===== config.mk =====
export PLATFORM = sky130hd
export DESIGN_NAME = int_sqrt_with_fraction_flat
export DESIGN_NICKNAME = d
export VERILOG_FILES = /design/src/sv/isr_pkg.sv /design/src/sv/isr_req_if.sv /design/src/sv/isr_rsp_if.sv /design/src/sv/isr_datapath.sv /design/src/sv/isr_ctrl.sv /design/src/sv/int_sqrt_with_fraction.sv /design/src/flat_wrapper.sv
export SDC_FILE = /design/constraint.sdc
export NUM_CORES = 1
export LEC_CHECK = 0
export BUFFER_PORTS_ARGS = -buffer_cell sky130_fd_sc_hd__buf_2
export CORE_MARGIN = 2
export CORE_UTILIZATION = 38
export DETAILED_ROUTE_END_ITERATION = 10
export GPL_ROUTABILITY_DRIVEN = 0
export SLEW_MARGIN = 30
export SYNTH_ARGS = -nofsm -noshare
export SYNTH_HDL_FRONTEND = slang
export SYNTH_HIERARCHICAL = 1
export SYNTH_SLANG_ARGS = --single-unit

===== constraint.sdc =====
create_clock -name clock -period 8.6 [get_ports clock]
set_input_delay 0.86 -clock clock [delete_from_list [all_inputs] [get_ports clock]]
set_output_delay 0.86 -clock clock [all_outputs]
set_load 0.05 [all_outputs]

===== src/sv/isr_pkg.sv =====
// shared types, widths and helpers for the integer square root block
// no dependencies; compiled first
package isr_pkg;

   // field and datapath widths
   localparam int RAD_W  = 64;          // radicand word
   localparam int ROOT_W = 32;          // integer root and fraction fields
   localparam int RES_W  = 64;          // full result: integer plus up to 32 fraction bits
   localparam int REM_W  = RES_W + 3;   // partial remainder with headroom for the trial subtract
   localparam int CFG_W  = 6;           // fraction bit request register
   localparam int FQ_W   = 4;           // fraction count in nibbles, 0..8
   localparam int CNT_W  = 6;           // step counter, up to 63
   localparam logic [FQ_W-1:0] MAX_FQ = 4'd8;

   // sequencer states
   typedef enum logic [1:0] {
      ST_IDLE,
      ST_RUN,
      ST_DONE
   } state_type;

   // controls from the sequencer to the datapath and output stage
   typedef struct packed {
      logic load;   // capture a new radicand, clear remainder and result
      logic step;   // run one digit pair through the shared subtractor
      logic emit;   // move the finished result into the output register
   } isr_ctrl_type;

   // round the request up to whole nibbles and cap at 32 bits
   function automatic logic [FQ_W-1:0] eff_fq(input logic [CFG_W-1:0] frac);
      logic [CFG_W:0] sum;
      logic [CFG_W-2:0] q;
      sum = {1'b0, frac} + (CFG_W+1)'(3);
      q   = sum[CFG_W:2];
      if (q > {1'b0, MAX_FQ})
         return MAX_FQ;
      else
         return q[FQ_W-1:0];
   endfunction

endpackage


===== src/sv/isr_req_if.sv =====
// request channel: valid/ready handshake carrying one radicand word
// depends on isr_pkg for the word width
interface isr_req_if;
   import isr_pkg::*;

   logic             valid;
   logic             ready;
   logic [RAD_W-1:0] radicand;

   modport source (output valid, output radicand, input ready);
   modport sink   (input valid, input radicand, output ready);
endinterface


===== src/sv/isr_rsp_if.sv =====
// response channel: valid/ready handshake carrying root and fraction
// depends on isr_pkg for the field widths
interface isr_rsp_if;
   import isr_pkg::*;

   logic              valid;
   logic              ready;
   logic [ROOT_W-1:0] root;
   logic [ROOT_W-1:0] root_fraction;

   modport source (output valid, output root, output root_fraction, input ready);
   modport sink   (input valid, input root, input root_fraction, output ready);
endinterface


===== src/sv/isr_datapath.sv =====
// restoring square root datapath: radicand shifter, remainder and result registers
// one shared trial subtractor used once per step; depends on isr_pkg
module isr_datapath #(
   parameter int VALUE_WIDTH = 64
) (
   input  logic                       clock,
   input  isr_pkg::isr_ctrl_type      ctrl,
   input  logic [isr_pkg::RAD_W-1:0]  radicand,
   output logic [isr_pkg::RES_W-1:0]  result
);
   import isr_pkg::*;

   localparam logic [RAD_W-1:0] VAL_MASK = {RAD_W{1'b1}} >> (RAD_W - VALUE_WIDTH);

   logic [RAD_W-1:0] rad_ff, rad_in;
   logic [REM_W-1:0] rem_ff, rem_in;
   logic [RES_W-1:0] res_ff, res_in;

   logic [REM_W-1:0] rem_sh;
   logic [REM_W-1:0] trial;
   logic [REM_W:0]   diff;
   logic             fits;

   // bring in the next bit pair and try subtracting 4*res+1
   always_comb begin
      rem_sh = {rem_ff[REM_W-3:0], rad_ff[RAD_W-1 -: 2]};
      trial  = {{(REM_W-RES_W-2){1'b0}}, res_ff, 2'b01};
      diff   = {1'b0, rem_sh} - {1'b0, trial};
      fits   = ~diff[REM_W];
   end

   // next register values
   always_comb begin
      rad_in = rad_ff;
      rem_in = rem_ff;
      res_in = res_ff;
      if (ctrl.load) begin
         rad_in = radicand & VAL_MASK;
         rem_in = '0;
         res_in = '0;
      end else if (ctrl.step) begin
         rad_in = {rad_ff[RAD_W-3:0], 2'b00};
         rem_in = fits ? diff[REM_W-1:0] : rem_sh;
         res_in = {res_ff[RES_W-2:0], fits};
      end
   end

   always_ff @(posedge clock) begin
      rad_ff <= rad_in;
      rem_ff <= rem_in;
      res_ff <= res_in;
   end

   assign result = res_ff;

endmodule


===== src/sv/isr_ctrl.sv =====
// sequencer: accepts a word, counts 32+F digit steps, then hands off the result
// depends on isr_pkg for the state type and control struct
module isr_ctrl (
   input  logic                        clock,
   input  logic                        reset,
   input  logic                        req_valid,
   input  logic [isr_pkg::FQ_W-1:0]    fq,
   input  logic                        out_free,
   output logic                        req_ready,
   output isr_pkg::isr_ctrl_type       ctrl
);
   import isr_pkg::*;

   state_type        state_ff, state_in;
   logic [CNT_W-1:0] cnt_ff, cnt_in;
   logic             last_step;

   assign last_step = (cnt_ff == '0);

   // next state
   always_comb begin
      state_in = state_ff;
      unique case (state_ff)
         ST_IDLE: begin
            if (req_valid)
               state_in = ST_RUN;
         end
         ST_RUN: begin
            if (last_step)
               state_in = ST_DONE;
         end
         ST_DONE: begin
            if (out_free)
               state_in = ST_IDLE;
         end
         default: state_in = ST_IDLE;
      endcase
   end

   // outputs
   always_comb begin
      req_ready = 1'b0;
      ctrl      = '0;
      unique case (state_ff)
         ST_IDLE: begin
            req_ready = 1'b1;
            ctrl.load = req_valid;
         end
         ST_RUN: begin
            ctrl.step = 1'b1;
         end
         ST_DONE: begin
            ctrl.emit = out_free;
         end
         default: ;
      endcase
   end

   // step counter: 31+4*fq down to zero
   always_comb begin
      cnt_in = cnt_ff;
      if (ctrl.load)
         cnt_in = CNT_W'(ROOT_W - 1) + CNT_W'({fq, 2'b00});
      else if (ctrl.step && !last_step)
         cnt_in = cnt_ff - 1'b1;
   end

   always_ff @(posedge clock) begin
      if (reset) begin
         state_ff <= ST_IDLE;
         cnt_ff   <= '0;
      end else begin
         state_ff <= state_in;
         cnt_ff   <= cnt_in;
      end
   end

   // a new word always starts at least 32 steps
   a_load_starts_run: assert property (@(posedge clock) disable iff (reset)
      ctrl.load |=> (state_ff == ST_RUN) && (cnt_ff >= CNT_W'(ROOT_W - 1)))
      else $error("load did not start a full step run");

   // the final step leads straight to the hand-off state
   a_last_to_done: assert property (@(posedge clock) disable iff (reset)
      (state_ff == ST_RUN) && last_step |=> (state_ff == ST_DONE))
      else $error("run did not end after the last step");

   // steps keep running while the count is not exhausted
   a_run_continues: assert property (@(posedge clock) disable iff (reset)
      (state_ff == ST_RUN) && !last_step |=> (state_ff == ST_RUN) && !ctrl.emit)
      else $error("run left early");

endmodule


===== src/sv/int_sqrt_with_fraction.sv =====
// integer square root with fraction: floor(sqrt(radicand * 4^F)), F = frac_bits up to nibble
// a word is accepted in idle, runs 32 + F digit steps, then is handed off; F in 0..32
// the single shared trial subtractor takes no new word until the current one is handed off
// the next word is accepted while a finished result waits in the output register
// reset (synchronous, active high) clears the sequencer, output valid and frac_bits to 0
module int_sqrt_with_fraction #(
   parameter int VALUE_WIDTH = 64
) (
   input  logic                        clock,
   input  logic                        reset,
   isr_req_if.sink                     req,
   isr_rsp_if.source                   rsp,
   input  logic                        csr_we,
   input  logic [isr_pkg::CFG_W-1:0]   csr_wdata
);
   import isr_pkg::*;

   logic [CFG_W-1:0]  frac_bits_ff, frac_bits_in;
   logic [FQ_W-1:0]   fq_ff, fq_in;
   logic [FQ_W-1:0]   fq_req;
   logic              rsp_valid_ff, rsp_valid_in;
   logic [ROOT_W-1:0] root_ff, root_in;
   logic [ROOT_W-1:0] frac_ff, frac_in;

   isr_ctrl_type      ctrl;
   logic [RES_W-1:0]  result;
   logic              out_free;
   logic [CNT_W-1:0]  sh_amt;
   logic [RES_W-1:0]  res_sh;
   logic [RES_W-1:0]  frac_mask;
   logic [RES_W-1:0]  frac_full;

   assign fq_req   = eff_fq(frac_bits_ff);
   assign out_free = ~rsp_valid_ff | rsp.ready;

   isr_ctrl u_ctrl (
      .clock     (clock),
      .reset     (reset),
      .req_valid (req.valid),
      .fq        (fq_req),
      .out_free  (out_free),
      .req_ready (req.ready),
      .ctrl      (ctrl)
   );

   isr_datapath #(
      .VALUE_WIDTH (VALUE_WIDTH)
   ) u_datapath (
      .clock    (clock),
      .ctrl     (ctrl),
      .radicand (req.radicand),
      .result   (result)
   );

   // fraction register and per-word nibble count
   always_comb begin
      frac_bits_in = csr_we ? csr_wdata : frac_bits_ff;
      fq_in        = ctrl.load ? fq_req : fq_ff;
   end

   function automatic logic [ROOT_W-1:0] emit_sel(input logic sel,
                                                  input logic [ROOT_W-1:0] a,
                                                  input logic [ROOT_W-1:0] b);
      return sel ? a : b;
   endfunction

   // split the result at bit F
   always_comb begin
      sh_amt    = {fq_ff, 2'b00};
      res_sh    = result >> sh_amt;
      frac_mask = ~({RES_W{1'b1}} << sh_amt);
      frac_full = result & frac_mask;
      root_in   = emit_sel(ctrl.emit, res_sh[ROOT_W-1:0], root_ff);
      frac_in   = emit_sel(ctrl.emit, frac_full[ROOT_W-1:0], frac_ff);
   end

   // output word valid
   always_comb begin
      rsp_valid_in = ctrl.emit | (rsp_valid_ff & ~rsp.ready);
   end

   always_ff @(posedge clock) begin
      if (reset) begin
         frac_bits_ff <= '0;
         rsp_valid_ff <= 1'b0;
      end else begin
         frac_bits_ff <= frac_bits_in;
         rsp_valid_ff <= rsp_valid_in;
      end
   end

   always_ff @(posedge clock) begin
      fq_ff   <= fq_in;
      root_ff <= root_in;
      frac_ff <= frac_in;
   end

   assign rsp.valid         = rsp_valid_ff;
   assign rsp.root          = root_ff;
   assign rsp.root_fraction = frac_ff;

   // a result is only moved in when the output register is free
   a_emit_free: assert property (@(posedge clock) disable iff (reset)
      ctrl.emit |-> out_free)
      else $error("result emitted over a waiting word");

   // an emitted word shows up as valid in the next cycle
   a_emit_valid: assert property (@(posedge clock) disable iff (reset)
      ctrl.emit |=> rsp_valid_ff)
      else $error("emitted word not presented");

   // without a fraction count the fraction field is zero when a word is emitted
   a_zero_frac: assert property (@(posedge clock) disable iff (reset)
      ctrl.emit && (fq_ff == '0) |=> (frac_ff == '0))
      else $error("fraction bits present with zero fraction count");

endmodule

===== src/flat_wrapper.sv =====
// flat-port wrapper written by rule: the top's interface ports become plain ports
module int_sqrt_with_fraction_flat import isr_pkg::*;
#(
   parameter int VALUE_WIDTH = 64
)
  (clock, reset, csr_we, csr_wdata, req_valid, req_radicand, req_ready, rsp_valid, rsp_root, rsp_root_fraction, rsp_ready);
  isr_req_if req_i ();
  isr_rsp_if rsp_i ();
  input  logic clock;
  input  logic reset;
  input  logic csr_we;
  input  logic [isr_pkg::CFG_W-1:0] csr_wdata;
  input wire logic [$bits(req_i.valid)-1:0] req_valid;
  input wire logic [$bits(req_i.radicand)-1:0] req_radicand;
  output wire logic [$bits(req_i.ready)-1:0] req_ready;
  output wire logic [$bits(rsp_i.valid)-1:0] rsp_valid;
  output wire logic [$bits(rsp_i.root)-1:0] rsp_root;
  output wire logic [$bits(rsp_i.root_fraction)-1:0] rsp_root_fraction;
  input wire logic [$bits(rsp_i.ready)-1:0] rsp_ready;
  assign req_i.valid = req_valid;
  assign req_i.radicand = req_radicand;
  assign req_ready = req_i.ready;
  assign rsp_valid = rsp_i.valid;
  assign rsp_root = rsp_i.root;
  assign rsp_root_fraction = rsp_i.root_fraction;
  assign rsp_i.ready = rsp_ready;
  int_sqrt_with_fraction #(.VALUE_WIDTH(VALUE_WIDTH)) u_core (.clock(clock), .reset(reset), .req(req_i), .rsp(rsp_i), .csr_we(csr_we), .csr_wdata(csr_wdata));
endmodule

==> impl_metrics.tcl <==
set metrics [dict create \
    start_util 0.3862 \
    synth_edf_count 132 \
    synth_top_area_share 0.2311 \
    r2r-end "u_core/u_datapath/rem_ff[0]" \
    drc 0 \
    hold_path_end "u_core/u_datapath/rem_ff[63]" \
    r2r_slack_ps 4250 \
    critPathTopFamily "compound AO/OA/AOI/OAI gates" \
    setup_tns_ps 0 \
    drive_above_1_share 0.1926 \
    cp.depth 13 \
    outcome "completed" \
    ctsHoldBuffers 0 \
    maxCapViolations 0 \
    final_cell_mix "nand2_1 (198), nor2_1 (192), dfxtp_1 (144)" \
    arrival_ps 4810 \
    first_pass_iters 5 \
    drtAntennaViolNets 0 \
    numCtsBuffers 31 \
    clkLatencyLatePin_ps 600 \
    synth_area_um2 17150 \
    grt_pass1_wl_um 72050 \
    synth-seq-area-share 0.3992 \
    ctsResizeCount 0 \
    period_share 0.5057 \
    crit_type "register to register" \
    crit_path_top_delay_cell "buf_4" \
    post-place-ws_ps 4292 \
    ir_worst_vdd_mv 0.1858 \
    io_pins 141 \
    synth_cell_types 90 \
    crit_chain "inv_1 -> ha_1 -> a21oi_1 -> o21ai_0 -> a21oi_1 -> nor3b_2 -> o21ai_2 -> a2111oi_4 -> o31ai_1 -> and2_2 -> buf_4 -> nor4b_1 -> or3_1" \
    ys_top_cells_by_area "edfxtp_1 (23%), dfxtp_1 (17%), mux2i_1 (6.6%), mux2_2 (5.6%), ha_1 (5.0%)" \
    hold-worst-slack_ps 494.2 \
    dp_hpwl_um 32740 \
    hold_path_class "register to register" \
    avgRoutedWirePerCell_um 18.32 \
    synth_seq_cells 276 \
    tritoncts "yes" \
    slew-limit-headroom 0.3355 \
    die_area_um2 46850 \
    cpPeakStageDelay_ps 530 \
    path_clk_slew_ps 60 \
    post-cts-setup-buffers 0 \
    hold_viol 0 \
    synthCells 1793 \
    setup_viol 0 \
    final_max_slew_viol_count 0 \
    end_kind "register" \
    routed_wl_um 45410 \
    cp_max_fo 46 \
    clockBufferDepth 3 \
    die_x_um 216.5 \
    rr_startpoint "u_core/u_datapath/result[8]" \
    min_path_cells 2 \
    root_buffer "clkbuf_16" \
    rows 77 \
    viasPerCell 5.546 \
    finish.net_count 2003 \
    vias 13740 \
    synth_nets 1936 \
    powerDensity_nw_per_um2 352.9 \
    grt_usage 0.1879 \
    grt_max_degree 152 \
    setup_slack_ps 4251 \
    rr_worst_depth 13 \
    cp-start-kind "register" \
    syn_to_final_growth_pct 11.83 \
    final_common_cell "nand2_1" \
    fin_crit_ps 4349 \
    dr.first_iter.drc_count 1089 \
    fin_skew_ps 29.85 \
    ys.flop_type "dfxtp_1" \
    worst_path_most_repeated_cell "a21oi_1" \
    hp-start "u_core/u_datapath/rem_ff[63]" \
    worst_pin_slew_ps 996.8 \
    max_clock_freq_mhz 229.9 \
    coreArea_um2 44410 \
    rsz0062_at_grt "false" \
    grt_pass1_vias 12980 \
    p_leak_nw 7.349 \
    yosys_warnings 6 \
    synth_top_area_cell "edfxtp_1" \
    cts_max_level 1 \
    portBuffers 140 \
    synth_area_per_cell_um2 9.566 \
    antenna_found_initial 3 \
    async_flop_share 0 \
    cp.buffers_inverters 2 \
    die_y_um 216.5 \
    grt.overflow.total 0 \
    crit_required_ps 9060 \
    clock_sinks 276 \
]
-- how the worst max path moves through the flow --
stage                                startpoint  slack [ps]                          end
floorplan             u_core/u_ctrl/state_ff[0]        4880  u_core/u_datapath/rad_ff[0]
global placement    u_core/u_datapath/result[4]        4410  u_core/u_datapath/rem_ff[0]
detailed placement  u_core/u_datapath/result[8]        4290  u_core/u_datapath/rem_ff[0]
CTS                 u_core/u_datapath/result[8]        4220  u_core/u_datapath/rem_ff[0]
global route        u_core/u_datapath/result[8]        3920  u_core/u_datapath/rem_ff[0]
finish              u_core/u_datapath/result[8]        4250  u_core/u_datapath/rem_ff[0]
-- sequential cells by signal, summed over array words and instances (netlist names) --
| register | count |
|---|---|
| u_core/fq_ff | 4 |
| u_core/frac_bits_ff | 6 |
| u_core/rsp.root | 32 |
| u_core/rsp.root_fraction | 32 |
| u_core/rsp.valid | 1 |
| u_core/u_ctrl/cnt_ff | 6 |
| u_core/u_ctrl/state_ff | 2 |
| u_core/u_datapath/rad_ff | 64 |
| u_core/u_datapath/rem_ff | 65 |
| u_core/u_datapath/result | 64 |
-- Yosys cell counts (28+ instances only) --
cell / count
nand2_1: 199
nor2_1: 192
dfxtp_1: 144
edfxtp_1: 132
mux2i_1: 113
a21oi_1: 110
inv_1: 86
mux2_2: 86
ha_1: 68
clkbuf_1: 59
o21ai_0: 45
a311oi_2: 40
nor2b_1: 38
xnor2_1: 36
a21o_1: 32
o22ai_1: 31
xor2_1: 28
-- routing by layer --
layer | vias to the layer above | wire length, µm | track usage
met2 | 449 | 19970 | 0.2964
li1 | 6676 | - | -
met5 | - | 24 | 0
met3 | 85 | 2708 | 0.03200
met1 | 6529 | 21240 | 0.2615
met4 | 4 | 1466 | 0.06119
-- area by class of cell --
class	instances	area, µm²
diodes	1	2.502
clock buffers	39	815.8
clock inverters	19	295.3
fillers	4335	25230
inverters	87	331.6
multi-input cells	1312	9326
flip-flops and latches	276	6847
well taps	592	740.7
repair buffers	152	823.3
-- kinds of logic after synthesis --
group / after synthesis / share of synthesized area
muxes: 201 / 0.1250
buffers and inverters: 205 / 0.05763
and+or+nand+nor: 553 / 0.1478
DFF: 276 / 0.3992
AOI/OAI and AO/OA: 426 / 0.1881
adders and majority gates: 68 / 0.04960
xor gates and xnor gates: 64 / 0.03268
-- stage by stage --
step           total power, mW  instances    util  area, µm²
5_1_grt                  7.251       2477  0.4318      19180
4_1_cts                  6.772       2476  0.4312      19150
3_5_place_dp             5.292       2418  0.4061      18040
3_3_place_gp             5.275       2418  0.4061      18040
6_report                 6.769       2478  0.4319      19180
2_1_floorplan            4.610       1793       -      17150
-- power by group --
part | total, mW | switching [mW] | internal (mW) | leakage [nW]
combinational | 3.55 | 2.17 | 1.38 | 4.38
sequential | 1.78 | 0.163 | 1.62 | 2.44
clock | 1.44 | 0.552 | 0.884 | 0.527
-- worst register-to-register path, cell delays in order, from the launching register on --
cell and delay, ps:
dfxtp_1 440, inv_1 100, ha_1 400, a21oi_1 310, o21ai_0 140, a21oi_1 400, nor3b_2 120, o21ai_2 290
a2111oi_4 120, o31ai_1 350, and2_2 510, buf_4 530, nor4b_1 100, or3_1 380
(Power assumes the default switching activity.)
